$ cat src/sv/srbd_pkg.sv
// ----------------------------------------------------------------------------
// srbd_pkg
// Shared types and constants of the serial reply and button demultiplexer.
// ----------------------------------------------------------------------------
package srbd_pkg;

  // text store geometry
  localparam int STORE_DEPTH = 64;
  localparam int ADDR_W      = $clog2(STORE_DEPTH);

  // command queue depth, a power of two
  localparam int QUEUE_DEPTH = 2;
  localparam int QPTR_W      = (QUEUE_DEPTH > 1) ? $clog2(QUEUE_DEPTH) : 1;
  localparam int QCNT_W      = $clog2(QUEUE_DEPTH + 1);

  // button mask
  localparam int         NUM_BUTTONS = 5;
  localparam logic [7:0] BTN_LIMIT   = 8'd32;

  // characters of the button prefix, the prompt and line ends
  localparam logic [7:0] CH_K     = 8'h6b;
  localparam logic [7:0] CH_M     = 8'h6d;
  localparam logic [7:0] CH_DOT   = 8'h2e;
  localparam logic [7:0] CH_GT    = 8'h3e;
  localparam logic [7:0] CH_SPACE = 8'h20;
  localparam logic [7:0] CH_CR    = 8'h0d;
  localparam logic [7:0] CH_LF    = 8'h0a;

  // result kinds
  typedef enum logic [1:0] {
    KIND_BUTTON = 2'd0,
    KIND_VALUE  = 2'd1,
    KIND_EMPTY  = 2'd2
  } kind_e;

  // command classes passed from front to back
  typedef enum logic {
    OP_TEXT,
    OP_BUTTON
  } cmd_op_e;

  // one classified request
  typedef struct packed {
    cmd_op_e                op;
    logic [7:0]             data;     // text byte, or new button mask
    logic [NUM_BUTTONS-1:0] changed;  // buttons whose level changed
    logic [1:0]             rep;      // prefix bytes to replay first
    logic                   wr_en;    // text byte is stored
    logic [ADDR_W-1:0]      addr;     // store address of the text byte
    logic                   reply;    // prompt completed by this byte
    logic [ADDR_W-1:0]      body;     // body length before the prompt
  } cmd_t;

endpackage

$ cat src/sv/srbd_front.sv
// ----------------------------------------------------------------------------
// srbd_front
// Classifies each received byte: button prefix tracking, mask changes, store
// fill level and prompt detection. Issues one command per byte with work.
// ----------------------------------------------------------------------------
module srbd_front import srbd_pkg::*; (
  input  logic       clk_i,
  input  logic       rst_ni,
  input  logic       accept_i,
  input  logic [7:0] rx_byte_i,
  output logic       push_o,
  output cmd_t       cmd_o
);

  typedef enum logic [1:0] {
    STG_NONE = 2'd0,
    STG_K    = 2'd1,
    STG_KM   = 2'd2,
    STG_KMD  = 2'd3
  } stage_e;

  stage_e                 stage_q, stage_d;
  logic [ADDR_W-1:0]      count_q, count_d;
  logic [NUM_BUTTONS-1:0] mask_q, mask_d;
  logic [2:0][7:0]        tail_q, tail_d;   // [0] newest stored byte

  logic                   consumed;
  logic                   push_c;
  logic [1:0]             rep;
  logic [ADDR_W-1:0]      cnt;
  logic [2:0][7:0]        tail_r;
  cmd_t                   cmd;

  // classification of the incoming byte
  always_comb begin
    stage_d  = stage_q;
    count_d  = count_q;
    mask_d   = mask_q;
    tail_d   = tail_q;
    consumed = 1'b0;
    push_c   = 1'b0;
    rep      = 2'd0;
    cmd      = '0;
    cmd.op   = OP_TEXT;
    cmd.data = rx_byte_i;

    // prefix matching while the store is empty or a prefix is pending
    if (count_q == '0 || stage_q != STG_NONE) begin
      unique case (stage_q)
        STG_NONE: begin
          if (rx_byte_i == CH_K) begin
            stage_d  = STG_K;
            consumed = 1'b1;
          end
        end
        STG_K: begin
          if (rx_byte_i == CH_M) begin
            stage_d  = STG_KM;
            consumed = 1'b1;
          end else begin
            rep = 2'd1;
          end
        end
        STG_KM: begin
          if (rx_byte_i == CH_DOT) begin
            stage_d  = STG_KMD;
            consumed = 1'b1;
          end else begin
            rep = 2'd2;
          end
        end
        STG_KMD: begin
          if (rx_byte_i < BTN_LIMIT) begin
            stage_d  = STG_NONE;
            consumed = 1'b1;
            if (rx_byte_i[NUM_BUTTONS-1:0] != mask_q) begin
              push_c      = 1'b1;
              cmd.op      = OP_BUTTON;
              cmd.changed = rx_byte_i[NUM_BUTTONS-1:0] ^ mask_q;
              mask_d      = rx_byte_i[NUM_BUTTONS-1:0];
            end
          end else begin
            rep = 2'd3;
          end
        end
        default: ;
      endcase
    end

    // broken prefix goes back into the empty store
    cnt    = count_q;
    tail_r = tail_q;
    if (rep != 2'd0) begin
      stage_d = STG_NONE;
      cnt     = ADDR_W'(rep);
      unique case (rep)
        2'd1:    tail_r = {tail_q[1], tail_q[0], CH_K};
        2'd2:    tail_r = {tail_q[0], CH_K, CH_M};
        default: tail_r = {CH_K, CH_M, CH_DOT};
      endcase
    end
    cmd.rep = rep;

    // text append, full store and prompt detection
    if (!consumed) begin
      push_c = 1'b1;
      if (cnt >= ADDR_W'(STORE_DEPTH - 1)) begin
        count_d   = '0;
        stage_d   = STG_NONE;
        cmd.wr_en = 1'b0;
        push_c    = (rep != 2'd0);
      end else begin
        cmd.wr_en = 1'b1;
        cmd.addr  = cnt;
        tail_d    = {tail_r[1], tail_r[0], rx_byte_i};
        if (cnt >= ADDR_W'(3) && tail_r[2] == CH_GT && tail_r[1] == CH_GT &&
            tail_r[0] == CH_GT && rx_byte_i == CH_SPACE) begin
          cmd.reply = 1'b1;
          cmd.body  = cnt - ADDR_W'(3);
          count_d   = '0;
        end else begin
          count_d = cnt + ADDR_W'(1);
        end
      end
    end
  end

  assign push_o = accept_i && push_c;
  assign cmd_o  = cmd;

  // classification state
  always_ff @(posedge clk_i or negedge rst_ni) begin
    if (!rst_ni) begin
      stage_q <= STG_NONE;
      count_q <= '0;
      mask_q  <= '0;
      tail_q  <= '0;
    end else if (accept_i) begin
      stage_q <= stage_d;
      count_q <= count_d;
      mask_q  <= mask_d;
      tail_q  <= tail_d;
    end
  end

  // a pending prefix only ever starts on an empty store
  a_prefix_empty: assert property (@(posedge clk_i) disable iff (!rst_ni)
    (stage_q != STG_NONE) |-> (count_q == '0))
    else $error("prefix pending with text in store");

endmodule

$ cat src/sv/srbd_cmd_queue.sv
// ----------------------------------------------------------------------------
// srbd_cmd_queue
// Short command queue between the classifying front and the executing back.
// ----------------------------------------------------------------------------
module srbd_cmd_queue import srbd_pkg::*; (
  input  logic clk_i,
  input  logic rst_ni,
  input  logic push_i,
  input  cmd_t cmd_i,
  output logic full_o,
  input  logic pop_i,
  output logic empty_o,
  output cmd_t cmd_o
);

  cmd_t              entry_q [QUEUE_DEPTH];
  logic [QPTR_W-1:0] wr_ptr_q, rd_ptr_q;
  logic [QCNT_W-1:0] fill_q;

  assign full_o  = (fill_q == QCNT_W'(QUEUE_DEPTH));
  assign empty_o = (fill_q == '0);
  assign cmd_o   = entry_q[rd_ptr_q];

  // entry storage
  always_ff @(posedge clk_i) begin
    if (push_i) begin
      entry_q[wr_ptr_q] <= cmd_i;
    end
  end

  // pointers and fill level
  always_ff @(posedge clk_i or negedge rst_ni) begin
    if (!rst_ni) begin
      wr_ptr_q <= '0;
      rd_ptr_q <= '0;
      fill_q   <= '0;
    end else begin
      if (push_i) begin
        wr_ptr_q <= wr_ptr_q + QPTR_W'(1);
      end
      if (pop_i) begin
        rd_ptr_q <= rd_ptr_q + QPTR_W'(1);
      end
      if (push_i && !pop_i) begin
        fill_q <= fill_q + QCNT_W'(1);
      end else if (pop_i && !push_i) begin
        fill_q <= fill_q - QCNT_W'(1);
      end
    end
  end

  // the front only pushes into a queue with room
  a_no_overflow: assert property (@(posedge clk_i) disable iff (!rst_ni)
    push_i |-> (!full_o || pop_i))
    else $error("push into full command queue");

endmodule

$ cat src/sv/srbd_back.sv
// ----------------------------------------------------------------------------
// srbd_back
// Executes commands: owns the text store, writes text, scans a finished
// reply for its last line and drives the result register.
// ----------------------------------------------------------------------------
module srbd_back import srbd_pkg::*; (
  input  logic       clk_i,
  input  logic       rst_ni,
  input  logic       empty_i,
  input  cmd_t       cmd_i,
  output logic       pop_o,
  output logic       out_valid_o,
  input  logic       out_stall_i,
  output logic [1:0] kind_o,
  output logic [7:0] value_byte_o,
  output logic [2:0] button_index_o,
  output logic       pressed_o,
  output logic       last_o
);

  typedef enum logic [3:0] {
    S_IDLE,
    S_REPLAY,
    S_APPEND,
    S_TRIM_RD,
    S_TRIM_EX,
    S_LINE_RD,
    S_LINE_EX,
    S_EMIT_RD,
    S_EMIT_EX,
    S_EMPTY,
    S_BTN
  } state_e;

  state_e                 state_q;
  cmd_t                   cmd_q;
  logic [1:0]             rep_idx_q;
  logic [ADDR_W-1:0]      ptr_q;
  logic [ADDR_W-1:0]      end_q;
  logic [NUM_BUTTONS-1:0] btn_left_q;

  logic                   out_valid_q;
  kind_e                  kind_q;
  logic [7:0]             value_q;
  logic [2:0]             index_q;
  logic                   pressed_q;
  logic                   last_q;

  logic [7:0]             store_q [STORE_DEPTH];
  logic [7:0]             rdata_q;
  logic                   mem_we, mem_re;
  logic [ADDR_W-1:0]      mem_waddr, mem_raddr;
  logic [7:0]             mem_wdata;

  logic                   out_free;
  logic                   out_load;
  logic [2:0]             btn_idx;
  logic [NUM_BUTTONS-1:0] btn_rest;

  function automatic logic is_crlf(input logic [7:0] c);
    return (c == CH_CR) || (c == CH_LF);
  endfunction

  function automatic logic [2:0] lowest_bit(input logic [NUM_BUTTONS-1:0] m);
    logic [2:0] r;
    r = '0;
    for (int i = NUM_BUTTONS - 1; i >= 0; i--) begin
      if (m[i]) r = 3'(i);
    end
    return r;
  endfunction

  assign out_free = !out_valid_q || !out_stall_i;
  assign out_load = out_free &&
                    ((state_q == S_EMIT_EX) || (state_q == S_EMPTY) || (state_q == S_BTN));
  assign pop_o    = (state_q == S_IDLE) && !empty_i;
  assign btn_idx  = lowest_bit(btn_left_q);
  assign btn_rest = btn_left_q & (btn_left_q - NUM_BUTTONS'(1));

  // store port control
  always_comb begin
    mem_we    = 1'b0;
    mem_waddr = ADDR_W'(rep_idx_q);
    mem_wdata = CH_DOT;
    mem_re    = 1'b0;
    mem_raddr = ptr_q;
    unique case (state_q)
      S_REPLAY: begin
        mem_we = 1'b1;
        unique case (rep_idx_q)
          2'd0:    mem_wdata = CH_K;
          2'd1:    mem_wdata = CH_M;
          default: mem_wdata = CH_DOT;
        endcase
      end
      S_APPEND: begin
        mem_we    = cmd_q.wr_en;
        mem_waddr = cmd_q.addr;
        mem_wdata = cmd_q.data;
      end
      S_TRIM_RD: begin
        mem_re    = (end_q != '0);
        mem_raddr = end_q - ADDR_W'(1);
      end
      S_LINE_RD: begin
        mem_re    = (ptr_q != '0);
        mem_raddr = ptr_q - ADDR_W'(1);
      end
      S_EMIT_RD: begin
        mem_re = 1'b1;
      end
      default: ;
    endcase
  end

  // text store, registered read
  always_ff @(posedge clk_i) begin
    if (mem_we) begin
      store_q[mem_waddr] <= mem_wdata;
    end
    if (mem_re) begin
      rdata_q <= store_q[mem_raddr];
    end
  end

  // result valid flag
  always_ff @(posedge clk_i or negedge rst_ni) begin
    if (!rst_ni) begin
      out_valid_q <= 1'b0;
    end else if (out_load) begin
      out_valid_q <= 1'b1;
    end else if (!out_stall_i) begin
      out_valid_q <= 1'b0;
    end
  end

  // command sequencer and result register
  always_ff @(posedge clk_i or negedge rst_ni) begin
    if (!rst_ni) begin
      state_q     <= S_IDLE;
      cmd_q       <= '0;
      rep_idx_q   <= '0;
      ptr_q       <= '0;
      end_q       <= '0;
      btn_left_q  <= '0;
      kind_q      <= KIND_BUTTON;
      value_q     <= '0;
      index_q     <= '0;
      pressed_q   <= 1'b0;
      last_q      <= 1'b0;
    end else begin
      unique case (state_q)
        S_IDLE: begin
          if (!empty_i) begin
            cmd_q      <= cmd_i;
            btn_left_q <= cmd_i.changed;
            rep_idx_q  <= '0;
            if (cmd_i.op == OP_BUTTON) begin
              state_q <= S_BTN;
            end else if (cmd_i.rep != 2'd0) begin
              state_q <= S_REPLAY;
            end else begin
              state_q <= S_APPEND;
            end
          end
        end
        // broken prefix bytes go in first
        S_REPLAY: begin
          rep_idx_q <= rep_idx_q + 2'd1;
          if (2'(rep_idx_q + 2'd1) == cmd_q.rep) begin
            state_q <= S_APPEND;
          end
        end
        S_APPEND: begin
          if (cmd_q.reply) begin
            end_q   <= cmd_q.body;
            state_q <= S_TRIM_RD;
          end else begin
            state_q <= S_IDLE;
          end
        end
        // strip trailing line ends from the body
        S_TRIM_RD: begin
          state_q <= (end_q == '0) ? S_EMPTY : S_TRIM_EX;
        end
        S_TRIM_EX: begin
          if (is_crlf(rdata_q)) begin
            end_q   <= end_q - ADDR_W'(1);
            state_q <= S_TRIM_RD;
          end else begin
            ptr_q   <= end_q - ADDR_W'(1);
            state_q <= S_LINE_RD;
          end
        end
        // walk back to the start of the last line
        S_LINE_RD: begin
          state_q <= (ptr_q == '0) ? S_EMIT_RD : S_LINE_EX;
        end
        S_LINE_EX: begin
          if (is_crlf(rdata_q)) begin
            state_q <= S_EMIT_RD;
          end else begin
            ptr_q   <= ptr_q - ADDR_W'(1);
            state_q <= S_LINE_RD;
          end
        end
        // send the line byte by byte
        S_EMIT_RD: begin
          state_q <= S_EMIT_EX;
        end
        S_EMIT_EX: begin
          if (out_free) begin
            kind_q      <= KIND_VALUE;
            value_q     <= rdata_q;
            index_q     <= '0;
            pressed_q   <= 1'b0;
            last_q      <= (ptr_q + ADDR_W'(1) == end_q);
            ptr_q       <= ptr_q + ADDR_W'(1);
            state_q     <= (ptr_q + ADDR_W'(1) == end_q) ? S_IDLE : S_EMIT_RD;
          end
        end
        S_EMPTY: begin
          if (out_free) begin
            kind_q      <= KIND_EMPTY;
            value_q     <= '0;
            index_q     <= '0;
            pressed_q   <= 1'b0;
            last_q      <= 1'b1;
            state_q     <= S_IDLE;
          end
        end
        // one event per changed button, lowest first
        S_BTN: begin
          if (out_free) begin
            kind_q      <= KIND_BUTTON;
            value_q     <= '0;
            index_q     <= btn_idx;
            pressed_q   <= cmd_q.data[btn_idx];
            last_q      <= (btn_rest == '0);
            btn_left_q  <= btn_rest;
            if (btn_rest == '0) begin
              state_q <= S_IDLE;
            end
          end
        end
        default: state_q <= S_IDLE;
      endcase
    end
  end

  assign out_valid_o    = out_valid_q;
  assign kind_o         = kind_q;
  assign value_byte_o   = value_q;
  assign button_index_o = index_q;
  assign pressed_o      = pressed_q;
  assign last_o         = last_q;

  // emission never runs past the trimmed end
  a_emit_in_range: assert property (@(posedge clk_i) disable iff (!rst_ni)
    (state_q == S_EMIT_EX) |-> (ptr_q < end_q))
    else $error("reply pointer beyond line end");

  // an empty reply is always the final result of its byte
  a_empty_last: assert property (@(posedge clk_i) disable iff (!rst_ni)
    (out_valid_q && kind_q == KIND_EMPTY) |-> last_q)
    else $error("empty reply without last");

  // button sequencing always has an event left to send
  a_btn_pending: assert property (@(posedge clk_i) disable iff (!rst_ni)
    (state_q == S_BTN) |-> (btn_left_q != '0))
    else $error("button state with nothing to send");

endmodule

$ cat src/sv/serial_reply_and_button_demux_unit.sv
// ----------------------------------------------------------------------------
// serial_reply_and_button_demux_unit
// Splits received serial bytes into button events and prompt-ended replies.
// ----------------------------------------------------------------------------
// Input channel: one received byte per request on rx_byte_i, taken when
// in_valid_i is high and in_stall_o is low. Output channel: result requests
// (kind_o, value_byte_o, button_index_o, pressed_o, last_o) under
// out_valid_o / out_stall_i; last_o marks the final result of one byte.
// The front classifies a byte in the cycle it is taken and queues any command
// it yields (two entries); in_stall_o is high only while that queue is full.
// The back runs one command at a time: a text byte writes each replayed
// prefix byte and then the byte itself unless the store is full; a mask
// change sends one event per changed button. A completed prompt then trims
// trailing line ends, scans back to the start of the last line and sends
// that line byte by byte, each step a store read followed by a check, since
// the single text store read port is registered.
// Results sit in an output register; while out_stall_i is high it holds its
// request and the back waits, but the front keeps taking bytes until the
// queue fills.
// Reset clears prefix, fill level, button mask and all control; the store
// contents are not cleared and need no clearing pass.
// ----------------------------------------------------------------------------
module serial_reply_and_button_demux_unit import srbd_pkg::*; (
  input  logic       clk_i,
  input  logic       rst_ni,
  input  logic       in_valid_i,
  output logic       in_stall_o,
  input  logic [7:0] rx_byte_i,
  output logic       out_valid_o,
  input  logic       out_stall_i,
  output logic [1:0] kind_o,
  output logic [7:0] value_byte_o,
  output logic [2:0] button_index_o,
  output logic       pressed_o,
  output logic       last_o
);

  logic accept;
  logic push;
  logic q_full, q_empty, pop;
  cmd_t cmd_in, cmd_out;

  assign in_stall_o = q_full;
  assign accept     = in_valid_i && !q_full;

  // byte classification
  srbd_front u_front (
    .clk_i     (clk_i),
    .rst_ni    (rst_ni),
    .accept_i  (accept),
    .rx_byte_i (rx_byte_i),
    .push_o    (push),
    .cmd_o     (cmd_in)
  );

  // decoupling queue
  srbd_cmd_queue u_queue (
    .clk_i   (clk_i),
    .rst_ni  (rst_ni),
    .push_i  (push),
    .cmd_i   (cmd_in),
    .full_o  (q_full),
    .pop_i   (pop),
    .empty_o (q_empty),
    .cmd_o   (cmd_out)
  );

  // command execution and results
  srbd_back u_back (
    .clk_i          (clk_i),
    .rst_ni         (rst_ni),
    .empty_i        (q_empty),
    .cmd_i          (cmd_out),
    .pop_o          (pop),
    .out_valid_o    (out_valid_o),
    .out_stall_i    (out_stall_i),
    .kind_o         (kind_o),
    .value_byte_o   (value_byte_o),
    .button_index_o (button_index_o),
    .pressed_o      (pressed_o),
    .last_o         (last_o)
  );

endmodule
$ cat config.mk
export PLATFORM = sky130hd
export DESIGN_NAME = serial_reply_and_button_demux_unit
export DESIGN_NICKNAME = d
export VERILOG_FILES = /design/src/sv/srbd_pkg.sv /design/src/sv/srbd_front.sv /design/src/sv/srbd_cmd_queue.sv /design/src/sv/srbd_back.sv /design/src/sv/serial_reply_and_button_demux_unit.sv
export SDC_FILE = /design/constraint.sdc
export NUM_CORES = 1
export LEC_CHECK = 0
export BUFFER_PORTS_ARGS = -buffer_cell sky130_fd_sc_hd__buf_2
export CAP_MARGIN = 20
export CORE_MARGIN = 8
export CORE_UTILIZATION = 55
export CTS_CLUSTER_DIAMETER = 150
export DETAILED_ROUTE_END_ITERATION = 8
export PLACE_DENSITY = 0.71
export SYNTH_ARGS = -nofsm -noshare
export SYNTH_HDL_FRONTEND = slang
export SYNTH_SLANG_ARGS = --single-unit
$ cat constraint.sdc
create_clock -name clk_i -period 5.67 [get_ports clk_i]
set_input_delay 1.134 -clock clk_i [delete_from_list [all_inputs] [get_ports clk_i]]
set_output_delay 1.134 -clock clk_i [all_outputs]
set_load 0.01 [all_outputs]
# Word level (Yosys, flattened, before mapping)

Memory sizes are Yosys's and may differ from the RTL's. A register that Yosys moved wholly into a read port is not among the register bits.
Index checks and enable logic that the tools add are counted.

Flip-flop bits (word level): 104
Bits in writable memories: 572
Bits of input ports: 12
Output and inout port bits: 17
Logic and storage cells: 250
Memories kept: 2

$add $sub $neg: 11
$lt $le $gt $ge: 4
Eq/ne operators: 42
Muxes and demuxes: 104
Bitwise gates (word level): 5
Reduce and logical (&&, ||, !) cells: 56

Memory list:

| name            | words | width | rd ports | clocked after memory_dff | wr ports | line                 | source |
|---|---|---|---|---|---|---|---|
| u_back.store_q  | 64    | 8     | 1        | 1                        | 1        | srbd_back.sv:49      | `logic [7:0] store_q [STORE_DEPTH];` |
| u_queue.entry_q | 2     | 30    | 1        | 0                        | 1        | srbd_cmd_queue.sv:16 | `cmd_t entry_q [QUEUE_DEPTH];` |

Operators with widths:

| operator                                                                 | number |
|---|---|
| 6-bit two-way mux                                                        | 9 |
| 24-bit one-hot mux with 2 select lines                                   | 1 |
| 4-bit one-hot mux with 11 select lines                                   | 1 |
| 8-bit by 6-bit == test with 1-bit output (second input constant)         | 5 |
| 2-bit two-way mux                                                        | 20 |
| 4-bit two-way mux                                                        | 8 |
| 8-bit one-hot mux with 2 select lines                                    | 2 |
| 5-bit two-way mux                                                        | 6 |
| 3-bit two-way mux                                                        | 9 |
| 1-bit two-way mux                                                        | 26 |
| 24-bit two-way mux                                                       | 1 |
| 6-bit one-hot mux with 2 select lines                                    | 2 |
| 6-bit logical NOT                                                        | 3 |
| 2-bit by 1-bit inequality test with 1-bit output (second input constant) | 9 |
| 6-bit one-hot mux with 3 select lines                                    | 1 |
| 2-bit nonzero test                                                       | 9 |
| 4-bit by 3-bit == test with 1-bit output (second input constant)         | 4 |
| 8-bit by 4-bit == test with 1-bit output (second input constant)         | 2 |
| 8-bit by 7-bit == test with 1-bit output (second input constant)         | 2 |
| 8-bit two-way mux                                                        | 2 |
| 3-bit AND reduction                                                      | 5 |
| 14-bit two-way mux                                                       | 1 |
| 7-bit one-hot mux with 2 select lines                                    | 1 |
| 13-bit two-way mux                                                       | 1 |
| 46 further kinds                                                         | 92 |

# Longest topological paths before layout

Gate-level depths: netlist (run 1).

Depth in word-level cells: 15
Depth in mapped cells: 19
Gate-level depth less buffers: 16

# Hierarchy

A second synthesis (run 1) with hierarchy kept.

Cell total of the unflattened synthesis: 1996
Area total of the unflattened synthesis: 28984.0 um^2

By module, submodules not included:

| module                             | instances | cells each | area an instance (um^2) | sequential area each (um^2) |
|---|---|---|---|---|
| srbd_back                          | 1         | 1590       | 24025.5                 | 17191.5 |
| srbd_front                         | 1         | 296        | 2585.0                  | 925.9 |
| srbd_cmd_queue                     | 1         | 109        | 2359.8                  | 1901.8 |
| serial_reply_and_button_demux_unit | 1         | 1          | 13.8                    | 0.0 |

# Least setup slack after synthesis (run 1)

OpenSTA, ideal clock, no wires.

Kind: in2reg
From: input rx_byte_i[7]
To: memory u_queue.entry_q[0][0] (netlist name) (enable)
Library setup time: 0.421 ns
Data arrival time: 5.702 ns
Required time: 5.249 ns
Setup slack: -0.453 ns
Stages: 14
Buffers on the path: 1
Cells stage by stage: or4b_1 -> or3_1 -> nand3_1 -> ha_1 -> clkbuf_1 -> inv_1 -> a21boi_0 -> inv_1 -> ha_1 -> and3_1 -> nand4_1 -> nand2_1 -> a21oi_1 -> nor2b_1

Longest elaborated chain between the ends: 12
Elaborated cells between the ends (all ways): 26
Those cells by class: order compare: 2; eq/ne: 3; mux: 19; reduce/logical: 2

RTL lines:

| item                                                                          | line                                     | source |
|---|---|---|
| from (decl)                                                                   | serial_reply_and_button_demux_unit.sv:28 | `input logic [7:0] rx_byte_i,` |
| 8-bit by 6-bit less-than comparator with 1-bit output (tied with other cells) | srbd_front.sv:73                         | `if (rx_byte_i < BTN_LIMIT) begin` |
| 2-bit two-way mux (tied with other cells)                                     | srbd_front.sv:73                         |  |
| 2-bit one-hot mux with 3 select lines                                         | srbd_front.sv:49                         | `unique case (stage_q)` |
| 2-bit two-way mux                                                             | srbd_front.sv:48                         | `if (count_q == '0 \|\| stage_q != STG_NONE) begin` |
| 2-bit nonzero test                                                            | srbd_front.sv:93, srbd_front.sv:111      |  |
| 6-bit two-way mux                                                             | srbd_front.sv:93                         | `if (rep != 2'd0) begin` |
| 6-bit greater-or-equal comparator                                             | srbd_front.sv:107                        | `if (cnt >= ADDR_W'(STORE_DEPTH - 1)) begin` |
| 1-bit two-way mux                                                             | srbd_front.sv:107                        |  |
| 1-bit two-way mux *                                                           | srbd_front.sv:105                        | `if (!consumed) begin` |
| 1-bit logical AND *                                                           | srbd_front.sv:128                        | `assign push_o = accept_i && push_c;` |
| net push                                                                      | serial_reply_and_button_demux_unit.sv:39 | `logic push;` |
| 1-bit two-way mux *                                                           | srbd_cmd_queue.sv:26                     | `if (push_i) begin` |
| 1-bit two-way mux (not written as such) *                                     | srbd_cmd_queue.sv:27                     | `entry_q[wr_ptr_q] <= cmd_i;` |
| to (decl)                                                                     | srbd_cmd_queue.sv:16                     |  |

Mark *: on every way through the listed nets, which the timed path passes. The rest lies on a longest branch.

# Final worst setup path (run 1)

From: input rx_byte_i[7]
To: memory u_queue.entry_q[0][10] (netlist name) (enable)

Same word-level chain as after synthesis.

==> results of run 1 <==
==> power groups by stage <==
| stage | Combinational (µW) | Clock (µW) | Sequential (µW) |
|---|---|---|---|
| finish | 7440 | 4530 | 7150 |
| global placement | 7160 | 0 | 7220 |
| CTS | 7350 | 4610 | 7150 |
| floorplan | 5080 | 0 | 6960 |
| global route | 8020 | 4790 | 7220 |
| detailed placement | 7320 | 0 | 7240 |
==> cell families (layout without fill, tap and decap cells) <==
logic type	after synthesis	in the layout	share of synthesized area
DFF	684	684	0.692
muxes	159	159	0.0580
buffers and inverters	154	232	0.0233
AOI/OAI and AO/OA	284	284	0.0672
and+or+nand+nor	926	926	0.145
xor gates and xnor gates	30	30	0.00908
adders and majority gates	14	14	0.00597
==> worst max path at each step <==
| stage | endpoint | slack, ps |
|---|---|---|
| 3_5_place_dp | u_queue.entry_q[0][11] | 150 |
| 2_1_floorplan | u_queue.entry_q[0][0] | 100 |
| 6_report | u_queue.entry_q[0][10] | 690 |
| 3_3_place_gp | u_queue.entry_q[0][11] | 260 |
| 4_1_cts | u_queue.entry_q[0][10] | 760 |
| 5_1_grt | u_queue.entry_q[0][10] | 410 |
==> metrics by stage <==
stage | hold slack [ps] | area (µm²) | util
6_report | 472 | 32200 | 0.614
5_1_grt | 507 | 32200 | 0.614
4_1_cts | 473 | 32100 | 0.613
3_5_place_dp | 460 | 29800 | 0.570
3_3_place_gp | 456 | 29800 | 0.570
2_1_floorplan | 441 | 28900 | -
==> layout make-up <==
cell class                      instances  area [µm²]  area share
Inverter                               28         105     0.00327
Sequential cell                       684       20000       0.623
Tap cell                              688         861      0.0268
Multi-Input combinational cell       1413        8340       0.259
Timing Repair Buffer                   77         561      0.0174
Clock inverter                         26         253     0.00786
Clock buffer                          101        2010      0.0627
==> sequential cells by signal, indices dropped and copies added, names as in the netlist, 2 cells and up <==
name	count
u_back.button_index_o	3
u_back.store_q	512
u_back.btn_left_q	5
u_back.kind_o	2
u_back.rdata_q	8
u_front.tail_q	24
u_front.mask_q	5
u_queue.entry_q	60
u_back.rep_idx_q	2
u_back.state_q	4
u_front.count_q	6
u_queue.fill_q	2
u_back.cmd_q	24
u_back.value_byte_o	8
u_back.end_q	6
u_front.stage_q	2
u_back.ptr_q	6
==> layer usage <==
metal	vias up	wire, µm	global-route usage
li1	8401	-	-
met2	801	33300	0.369
met3	156	5300	0.0417
met5	-	0	0
met1	9058	27800	0.303
met4	0	2300	0.0794
==> layout by cell type (no fill, tap or decap), types with 22 or more instances in the layout <==
| master | instances |
|---|---|
| sky130_fd_sc_hd__dfrtp_1 | 103 |
| sky130_fd_sc_hd__o22ai_1 | 33 |
| sky130_fd_sc_hd__a21oi_1 | 31 |
| sky130_fd_sc_hd__nor3_1 | 49 |
| sky130_fd_sc_hd__buf_4 | 46 |
| sky130_fd_sc_hd__clkbuf_16 | 75 |
| sky130_fd_sc_hd__mux2_2 | 70 |
| sky130_fd_sc_hd__edfxtp_1 | 580 |
| sky130_fd_sc_hd__clkbuf_1 | 22 |
| sky130_fd_sc_hd__o21ai_0 | 68 |
| sky130_fd_sc_hd__nand2_1 | 427 |
| sky130_fd_sc_hd__inv_1 | 28 |
| sky130_fd_sc_hd__nor2_1 | 135 |
| sky130_fd_sc_hd__mux2i_1 | 89 |
| sky130_fd_sc_hd__nand3_1 | 173 |
| sky130_fd_sc_hd__xnor2_1 | 22 |
| sky130_fd_sc_hd__buf_2 | 27 |
| sky130_fd_sc_hd__a31oi_1 | 32 |
| sky130_fd_sc_hd__a32o_1 | 25 |
==> flow_results.xml, run 1 <==
<?xml version="1.0" encoding="UTF-8"?>
<metrics>
  <group name="clock_network">
    <metric name="clock-root-buffer" unit="">sky130_fd_sc_hd__clkbuf_16</metric>
    <metric name="post-cts-setup-buffer-count" unit="">0</metric>
    <metric name="cts_resized" unit="">0</metric>
    <metric name="clkSinkCount" unit="">684</metric>
    <metric name="ctsLongestPathBuffers" unit="">3</metric>
    <metric name="cts_tree" unit="">built</metric>
    <metric name="clk_pin_slew" unit="ps">50</metric>
    <metric name="h-tree-depth" unit="">3</metric>
    <metric name="worst_skew_pair.late_latency" unit="ps">610</metric>
    <metric name="postCtsHoldBufs" unit="">0</metric>
    <metric name="tritoncts.num_buffers" unit="">71</metric>
  </group>
  <group name="routing">
    <metric name="first_pass_iters" unit="">6</metric>
    <metric name="vias_per_cell" unit="">6.10</metric>
    <metric name="drcViolationCount" unit="">0</metric>
    <metric name="totalWireLength" unit="mm">68.7</metric>
    <metric name="detail_routed_net_length_per_standard_cell" unit="µm">22.8</metric>
    <metric name="antenna_left" unit="">0</metric>
    <metric name="first_iter_violations" unit="">2014</metric>
    <metric name="num_vias" unit="">18416</metric>
  </group>
  <group name="synthesis">
    <metric name="asyncSetResetFlopFracSynth" unit="">0.152</metric>
    <metric name="syn_area" unit="µm²">28900</metric>
    <metric name="synth.area.top_cells" unit="">sky130_fd_sc_hd__edfxtp_1, sky130_fd_sc_hd__dfrtp_1, sky130_fd_sc_hd__nand2_1</metric>
    <metric name="synth.net_count" unit="">2276</metric>
    <metric name="syn_inst" unit="">2251</metric>
    <metric name="synthesis.area_per_instance" unit="µm²">12.9</metric>
    <metric name="ys_warn_count" unit="">0</metric>
    <metric name="count_of_unique_library_cells_instantiated_by_yosys" unit="">72</metric>
    <metric name="synth_common_cells" unit="">sky130_fd_sc_hd__edfxtp_1, sky130_fd_sc_hd__nand2_1, sky130_fd_sc_hd__nand3_1</metric>
    <metric name="synth_area_leader_cell" unit="">sky130_fd_sc_hd__edfxtp_1</metric>
    <metric name="number_of_enable_flip_flop_cells_after_synthesis" unit="">580</metric>
    <metric name="ys_seq_elements" unit="">684</metric>
    <metric name="yosysMostFrequentCell" unit="">sky130_fd_sc_hd__edfxtp_1</metric>
    <metric name="synth-main-ff-cell" unit="">sky130_fd_sc_hd__edfxtp_1</metric>
    <metric name="ys_seq_area_frac" unit="">0.692</metric>
    <metric name="synth_top_area_share" unit="">0.602</metric>
  </group>
  <group name="finish">
    <metric name="final_nets" unit="">2300</metric>
    <metric name="fillers" unit="">3986</metric>
    <metric name="antenna_cells" unit="">0</metric>
    <metric name="synthesis_to_layout_area_growth" unit="%">11.1</metric>
    <metric name="layout-drive-gt1-share" unit="">0.115</metric>
    <metric name="layout.cells.non_filler" unit="">3017</metric>
  </group>
  <group name="critical_path">
    <metric name="critPathLaunchType" unit="">input port</metric>
    <metric name="crit_path_top_delay_cell" unit="">sky130_fd_sc_hd__or4b_1</metric>
    <metric name="endpoint_kind" unit="">flop</metric>
    <metric name="slowest_delay" unit="ps">540</metric>
    <metric name="cell_type_group_with_the_largest_total_delay_on_the_critical_path" unit="">simple AND/OR/NAND/NOR gates</metric>
    <metric name="critPathMaxFanout" unit="">25</metric>
    <metric name="ordered_cell_list_for_the_critical_path" unit="">buf_2 -&gt; or4b_1 -&gt; or3_1 -&gt; nand3_1 -&gt; ha_1 -&gt; inv_1 -&gt; a21boi_0 -&gt; inv_1 -&gt; ha_1 -&gt; and3_1 -&gt; nand4_1 -&gt; nand2_1 -&gt; a21oi_1 -&gt; nor2b_2 -&gt; buf_4</metric>
    <metric name="required_time_reported_for_the_critical_path_endpoint" unit="ps">5920</metric>
    <metric name="worst-path-buf-inv" unit="">4</metric>
    <metric name="worstSetupStartpoint" unit="">rx_byte_i[7]</metric>
    <metric name="worst-r2r-setup-slack" unit="ps">820</metric>
    <metric name="rr_worst_depth" unit="">9</metric>
    <metric name="worst-path-stages" unit="">15</metric>
    <metric name="rr_endpoint" unit="">u_back.rdata_q[5]</metric>
    <metric name="rr_startpoint" unit="">u_back.state_q[1]</metric>
    <metric name="path_class" unit="">input port to flop</metric>
    <metric name="cp_data_arrival_time" unit="ps">5230</metric>
  </group>
  <group name="floorplan">
    <metric name="chipHeight" unit="µm">245</metric>
    <metric name="total_die_area" unit="µm²">60200</metric>
    <metric name="core" unit="µm²">52300</metric>
    <metric name="effective_utilization_at_floorplan" unit="">0.553</metric>
    <metric name="die_x" unit="µm">245</metric>
    <metric name="std_cell_rows" unit="">84</metric>
    <metric name="ios" unit="">29</metric>
  </group>
  <group name="grt">
    <metric name="grtUsageTotal" unit="">0.226</metric>
    <metric name="pin_count_of_the_biggest_net_entering_global_routing" unit="">71</metric>
    <metric name="grt-ovfl-total" unit="">0</metric>
    <metric name="grt_pass1_vias" unit="">18044</metric>
    <metric name="initial_antenna_violation_count" unit="">0</metric>
    <metric name="global_route_wire_length_before_repair" unit="mm">106</metric>
  </group>
  <group name="power_and_ir_drop">
    <metric name="switching_power" unit="µW">7360</metric>
    <metric name="ir_worst_vdd" unit="mV">0.472</metric>
    <metric name="power_report.internal_total" unit="µW">11800</metric>
    <metric name="pwr_dens" unit="nW/µm²">595</metric>
    <metric name="seq_power_share" unit="">0.374</metric>
    <metric name="switching_share" unit="">0.385</metric>
    <metric name="total_power" unit="µW">19100</metric>
    <metric name="power.static_leakage" unit="µW">0.0115</metric>
    <metric name="pwr-share-clk" unit="">0.237</metric>
    <metric name="power.combinational.fraction" unit="">0.389</metric>
  </group>
  <group name="place">
    <metric name="post-dp-hpwl" unit="mm">43.4</metric>
    <metric name="dpl_worst_slack" unit="ps">150</metric>
    <metric name="placed_cells_incl_taps" unit="">2887</metric>
    <metric name="place_congestion" unit="">0.888</metric>
    <metric name="portBuffers" unit="">28</metric>
  </group>
  <group name="run_status">
    <metric name="status" unit="">completed</metric>
  </group>
  <group name="timing">
    <metric name="final-max-slew-violation-count" unit="">0</metric>
    <metric name="timing.clock.skew" unit="ps">30.5</metric>
    <metric name="fin_tns_setup" unit="ps">0</metric>
    <metric name="rsz0062_at_grt" unit="">false</metric>
    <metric name="worst_pin_slew" unit="ps">1140</metric>
    <metric name="setup_violating_endpoint_count_in_the_final_report" unit="">0</metric>
    <metric name="final_critical_period" unit="ps">4980</metric>
    <metric name="min_period_over_period" unit="">0.878</metric>
    <metric name="final-hold-violation-count" unit="">0</metric>
    <metric name="post-route-worst-setup-slack" unit="ps">690</metric>
    <metric name="timing.slew.headroom" unit="">0.235</metric>
    <metric name="fmaxAchievable" unit="MHz">201</metric>
  </group>
  <group name="min_path">
    <metric name="worstHoldEndpoint" unit="">u_back.kind_o[0]</metric>
    <metric name="worstHoldPathCells" unit="">1</metric>
    <metric name="min-delay-start" unit="">u_back.kind_o[0]</metric>
    <metric name="worst_hold_path_type" unit="">flop to flop</metric>
  </group>
  <group name="job">
    <metric name="drv_cap" unit="">0</metric>
  </group>
</metrics>
No activity file was read; power rests on OpenSTA's default activity.
==> run 2: changes to the inputs <==
--- a/config.mk
+++ b/config.mk
@@ -14,4 +14,5 @@
 export PLACE_DENSITY = 0.71
 export SYNTH_ARGS = -nofsm -noshare
 export SYNTH_HDL_FRONTEND = slang
+export SYNTH_HIERARCHICAL = 1
 export SYNTH_SLANG_ARGS = --single-unit
==> flow_results.xml, run 2 <==
<?xml version="1.0" encoding="UTF-8"?>
<metrics>
  <group name="place">
    <metric name="post-dp-hpwl" unit="mm">40.4</metric>
    <metric name="place_congestion" unit="">0.865</metric>
    <metric name="placed_cells_incl_taps" unit="">2628</metric>
    <metric name="dpl_worst_slack" unit="ps">485</metric>
    <metric name="portBuffers" unit="">28</metric>
  </group>
  <group name="routing">
    <metric name="vias_per_cell" unit="">6.24</metric>
    <metric name="detail_routed_net_length_per_standard_cell" unit="µm">23.8</metric>
    <metric name="antenna_left" unit="">0</metric>
    <metric name="drcViolationCount" unit="">0</metric>
    <metric name="first_iter_violations" unit="">1939</metric>
    <metric name="totalWireLength" unit="mm">65.5</metric>
    <metric name="num_vias" unit="">17213</metric>
    <metric name="first_pass_iters" unit="">5</metric>
  </group>
  <group name="critical_path">
    <metric name="endpoint_kind" unit="">flop</metric>
    <metric name="rr_endpoint" unit="">u_queue/entry_q[1][0]</metric>
    <metric name="required_time_reported_for_the_critical_path_endpoint" unit="ps">6000</metric>
    <metric name="worstSetupStartpoint" unit="">rx_byte_i[7]</metric>
    <metric name="critPathLaunchType" unit="">input port</metric>
    <metric name="rr_startpoint" unit="">u_front/stage_q[1]</metric>
    <metric name="cp_data_arrival_time" unit="ps">4920</metric>
    <metric name="endpoint" unit="">u_queue/entry_q[1][0]</metric>
    <metric name="worst-r2r-setup-slack" unit="ps">1330</metric>
    <metric name="critPathMaxFanout" unit="">24</metric>
    <metric name="rr_worst_depth" unit="">16</metric>
    <metric name="path_class" unit="">input port to flop</metric>
  </group>
  <group name="finish">
    <metric name="largestRegisters" unit="">u_back/store_q: 512 flops, u_queue/entry_q: 60 flops</metric>
    <metric name="mostFrequentLayoutCell" unit="">sky130_fd_sc_hd__edfxtp_1</metric>
    <metric name="multi_input_area" unit="µm²">8270</metric>
    <metric name="layout.cells.non_filler" unit="">2758</metric>
    <metric name="most-common-layout-cells" unit="">sky130_fd_sc_hd__edfxtp_1, sky130_fd_sc_hd__nand2_1, sky130_fd_sc_hd__nand3_1, sky130_fd_sc_hd__nor2_1, sky130_fd_sc_hd__dfrtp_1</metric>
    <metric name="register_ranked_first_by_flip_flop_count" unit="">u_back/store_q</metric>
    <metric name="final_nets" unit="">2038</metric>
    <metric name="fillers" unit="">3856</metric>
    <metric name="number_of_flip_flops_in_the_largest_register" unit="">512</metric>
    <metric name="antenna_cells" unit="">0</metric>
    <metric name="synthesis_to_layout_area_growth" unit="%">10.6</metric>
    <metric name="sequential_cell_area" unit="µm²">20000</metric>
    <metric name="layout-drive-gt1-share" unit="">0.164</metric>
  </group>
  <group name="synthesis">
    <metric name="synth_common_cells" unit="">sky130_fd_sc_hd__edfxtp_1, sky130_fd_sc_hd__nand2_1, sky130_fd_sc_hd__nand3_1</metric>
    <metric name="synth-xor-area-share" unit="">0.00846</metric>
    <metric name="ys_seq_elements" unit="">684</metric>
    <metric name="multiplexer_area_fraction_after_synthesis" unit="">0.0907</metric>
    <metric name="asyncSetResetFlopFracSynth" unit="">0.152</metric>
    <metric name="main_combinational_cell_family_by_area_after_synthesis" unit="">simple AND/OR/NAND/NOR gates</metric>
    <metric name="synth-main-ff-cell" unit="">sky130_fd_sc_hd__edfxtp_1</metric>
    <metric name="synth_compound_area_frac" unit="">0.0645</metric>
    <metric name="synth-adder-area-share" unit="">0.00561</metric>
    <metric name="synthesis.area_per_instance" unit="µm²">14.5</metric>
    <metric name="number_of_enable_flip_flop_cells_after_synthesis" unit="">580</metric>
    <metric name="ys_seq_area_frac" unit="">0.691</metric>
    <metric name="count_of_unique_library_cells_instantiated_by_yosys" unit="">93</metric>
    <metric name="synth_top_area_share" unit="">0.601</metric>
    <metric name="syn_inst" unit="">1996</metric>
    <metric name="ys_warn_count" unit="">6</metric>
    <metric name="yosys.area_share.simple" unit="">0.114</metric>
    <metric name="synth_area_leader_cell" unit="">sky130_fd_sc_hd__edfxtp_1</metric>
    <metric name="synth.area.top_cells" unit="">sky130_fd_sc_hd__edfxtp_1, sky130_fd_sc_hd__dfrtp_1, sky130_fd_sc_hd__mux4_2</metric>
    <metric name="synth.net_count" unit="">2021</metric>
    <metric name="yosysMostFrequentCell" unit="">sky130_fd_sc_hd__edfxtp_1</metric>
    <metric name="syn_area" unit="µm²">29000</metric>
  </group>
  <group name="grt">
    <metric name="pin_count_of_the_biggest_net_entering_global_routing" unit="">90</metric>
    <metric name="global_route_wire_length_before_repair" unit="mm">102</metric>
    <metric name="initial_antenna_violation_count" unit="">0</metric>
    <metric name="grtUsageTotal" unit="">0.218</metric>
    <metric name="grt-ovfl-total" unit="">0</metric>
    <metric name="grt_pass1_vias" unit="">16807</metric>
  </group>
  <group name="floorplan">
    <metric name="chipHeight" unit="µm">246</metric>
    <metric name="std_cell_rows" unit="">84</metric>
    <metric name="die_x" unit="µm">246</metric>
    <metric name="effective_utilization_at_floorplan" unit="">0.554</metric>
    <metric name="ios" unit="">29</metric>
    <metric name="core" unit="µm²">52300</metric>
    <metric name="total_die_area" unit="µm²">60300</metric>
  </group>
  <group name="timing">
    <metric name="final-max-slew-violation-count" unit="">0</metric>
    <metric name="timing.slew.headroom" unit="">0.329</metric>
    <metric name="fin_tns_setup" unit="ps">0</metric>
    <metric name="post-route-worst-setup-slack" unit="ps">1080</metric>
    <metric name="final-hold-violation-count" unit="">0</metric>
    <metric name="rsz0062_at_grt" unit="">false</metric>
    <metric name="worst_pin_slew" unit="ps">1010</metric>
    <metric name="fmaxAchievable" unit="MHz">218</metric>
    <metric name="timing.clock.skew" unit="ps">28.5</metric>
    <metric name="final_critical_period" unit="ps">4590</metric>
    <metric name="min_period_over_period" unit="">0.809</metric>
    <metric name="hold-worst-slack" unit="ps">477</metric>
    <metric name="setup_violating_endpoint_count_in_the_final_report" unit="">0</metric>
  </group>
  <group name="power_and_ir_drop">
    <metric name="pwr_dens" unit="nW/µm²">580</metric>
    <metric name="switching_share" unit="">0.361</metric>
    <metric name="power.static_leakage" unit="µW">0.0111</metric>
    <metric name="ir_worst_vdd" unit="mV">0.460</metric>
    <metric name="seq_power_share" unit="">0.391</metric>
    <metric name="pwr-share-clk" unit="">0.248</metric>
    <metric name="power_report.internal_total" unit="µW">11900</metric>
    <metric name="total_power" unit="µW">18600</metric>
    <metric name="power.combinational.fraction" unit="">0.361</metric>
    <metric name="switching_power" unit="µW">6720</metric>
  </group>
  <group name="min_path">
    <metric name="worst_hold_path_type" unit="">flop to flop</metric>
    <metric name="worstHoldPathCells" unit="">1</metric>
  </group>
  <group name="clock_network">
    <metric name="clk_pin_slew" unit="ps">60</metric>
    <metric name="tritoncts.num_buffers" unit="">71</metric>
    <metric name="cts_tree" unit="">built</metric>
    <metric name="worst_skew_pair.late_latency" unit="ps">610</metric>
    <metric name="cts_resized" unit="">0</metric>
    <metric name="postCtsHoldBufs" unit="">0</metric>
    <metric name="clock-root-buffer" unit="">sky130_fd_sc_hd__clkbuf_16</metric>
    <metric name="h-tree-depth" unit="">3</metric>
    <metric name="ctsLongestPathBuffers" unit="">3</metric>
    <metric name="post-cts-setup-buffer-count" unit="">0</metric>
    <metric name="clkSinkCount" unit="">684</metric>
  </group>
  <group name="job">
    <metric name="drv_cap" unit="">0</metric>
  </group>
  <group name="run_status">
    <metric name="status" unit="">completed</metric>
  </group>
</metrics>
-- run 2: changes by cell type after synthesis, moves of 24 or more --
cell                      before  now
sky130_fd_sc_hd__nand2_1     429  263
sky130_fd_sc_hd__mux4_2        0   61
sky130_fd_sc_hd__mux2i_1      89   41
sky130_fd_sc_hd__nand3_1     173  125
sky130_fd_sc_hd__a32oi_1       5   33
sky130_fd_sc_hd__nor3_1       50   24
sky130_fd_sc_hd__a32o_1       25    1
-- run 2: how the worst min path moves through the flow --
stage / startpoint / slack, ps / endpoint
finish: u_back/kind_o[0] / 480 / u_back/kind_o[0]
global route: u_back/button_index_o[1] / 510 / u_back/button_index_o[1]
CTS: u_front/tail_q[10] / 480 / u_front/tail_q[10]
detailed placement: u_front/tail_q[10] / 470 / u_front/tail_q[10]
global placement: u_front/tail_q[18] / 460 / u_front/tail_q[18]
floorplan: u_front/tail_q[23] / 440 / u_front/tail_q[23]
-- run 2: cell families after synthesis --
family                     count (synthesis)
and+or+nand+nor                          685
AOI/OAI and AO/OA                        267
adders and majority gates                 13
DFF                                      684
muxes                                    173
buffers and inverters                    146
xor gates and xnor gates                  28
-- run 2: stage by stage --
stage               utilization  area, µm²
global route              0.612      32100
finish                    0.612      32100
floorplan                     -      29000
CTS                       0.612      32100
global placement          0.567      29700
detailed placement        0.568      29700
-- run 2: layout make-up --
class / instances / share of cell area
Timing Repair Buffer: 64 / 0.0147
Clock inverter: 39 / 0.0105
Clock buffer: 91 / 0.0623
Sequential cell: 684 / 0.625
Multi-Input combinational cell: 1166 / 0.258
Tap cell: 688 / 0.0269
Inverter: 26 / 0.00304
-- run 2: layer usage --
layer / vias up / wire length [µm] / GRT usage
met5: - / 0 / 0
met4: 0 / 1890 / 0.0725
met3: 129 / 4990 / 0.0364
met2: 713 / 31100 / 0.341
met1: 8668 / 27500 / 0.310
li1: 7703 / - / -
-- run 2: worst max-delay path, stage by stage --
cell and delay, ps:
sky130_fd_sc_hd__buf_2 130, sky130_fd_sc_hd__nand4b_1 270, sky130_fd_sc_hd__o21ai_0 390, sky130_fd_sc_hd__and2_1 310, sky130_fd_sc_hd__ha_1 200, sky130_fd_sc_hd__inv_1 90
sky130_fd_sc_hd__o21a_1 140, sky130_fd_sc_hd__a2bb2oi_2 270, sky130_fd_sc_hd__ha_1 220, sky130_fd_sc_hd__and3_1 190, sky130_fd_sc_hd__nand4_1 190, sky130_fd_sc_hd__and3_1 270
sky130_fd_sc_hd__nand2_1 150, sky130_fd_sc_hd__inv_1 130, sky130_fd_sc_hd__o21a_1 250, sky130_fd_sc_hd__and2_1 280, sky130_fd_sc_hd__buf_4 280
-- run 2: power by group through the flow --
stage          Combinational, µW  Clock [µW]  Sequential [µW]
4_1_cts                     6720        4680             7260
6_report                    6710        4610             7270
3_5_place_dp                6680           0             7360
3_3_place_gp                6540           0             7340
2_1_floorplan               4740           0             7140
5_1_grt                     7210        4860             7340
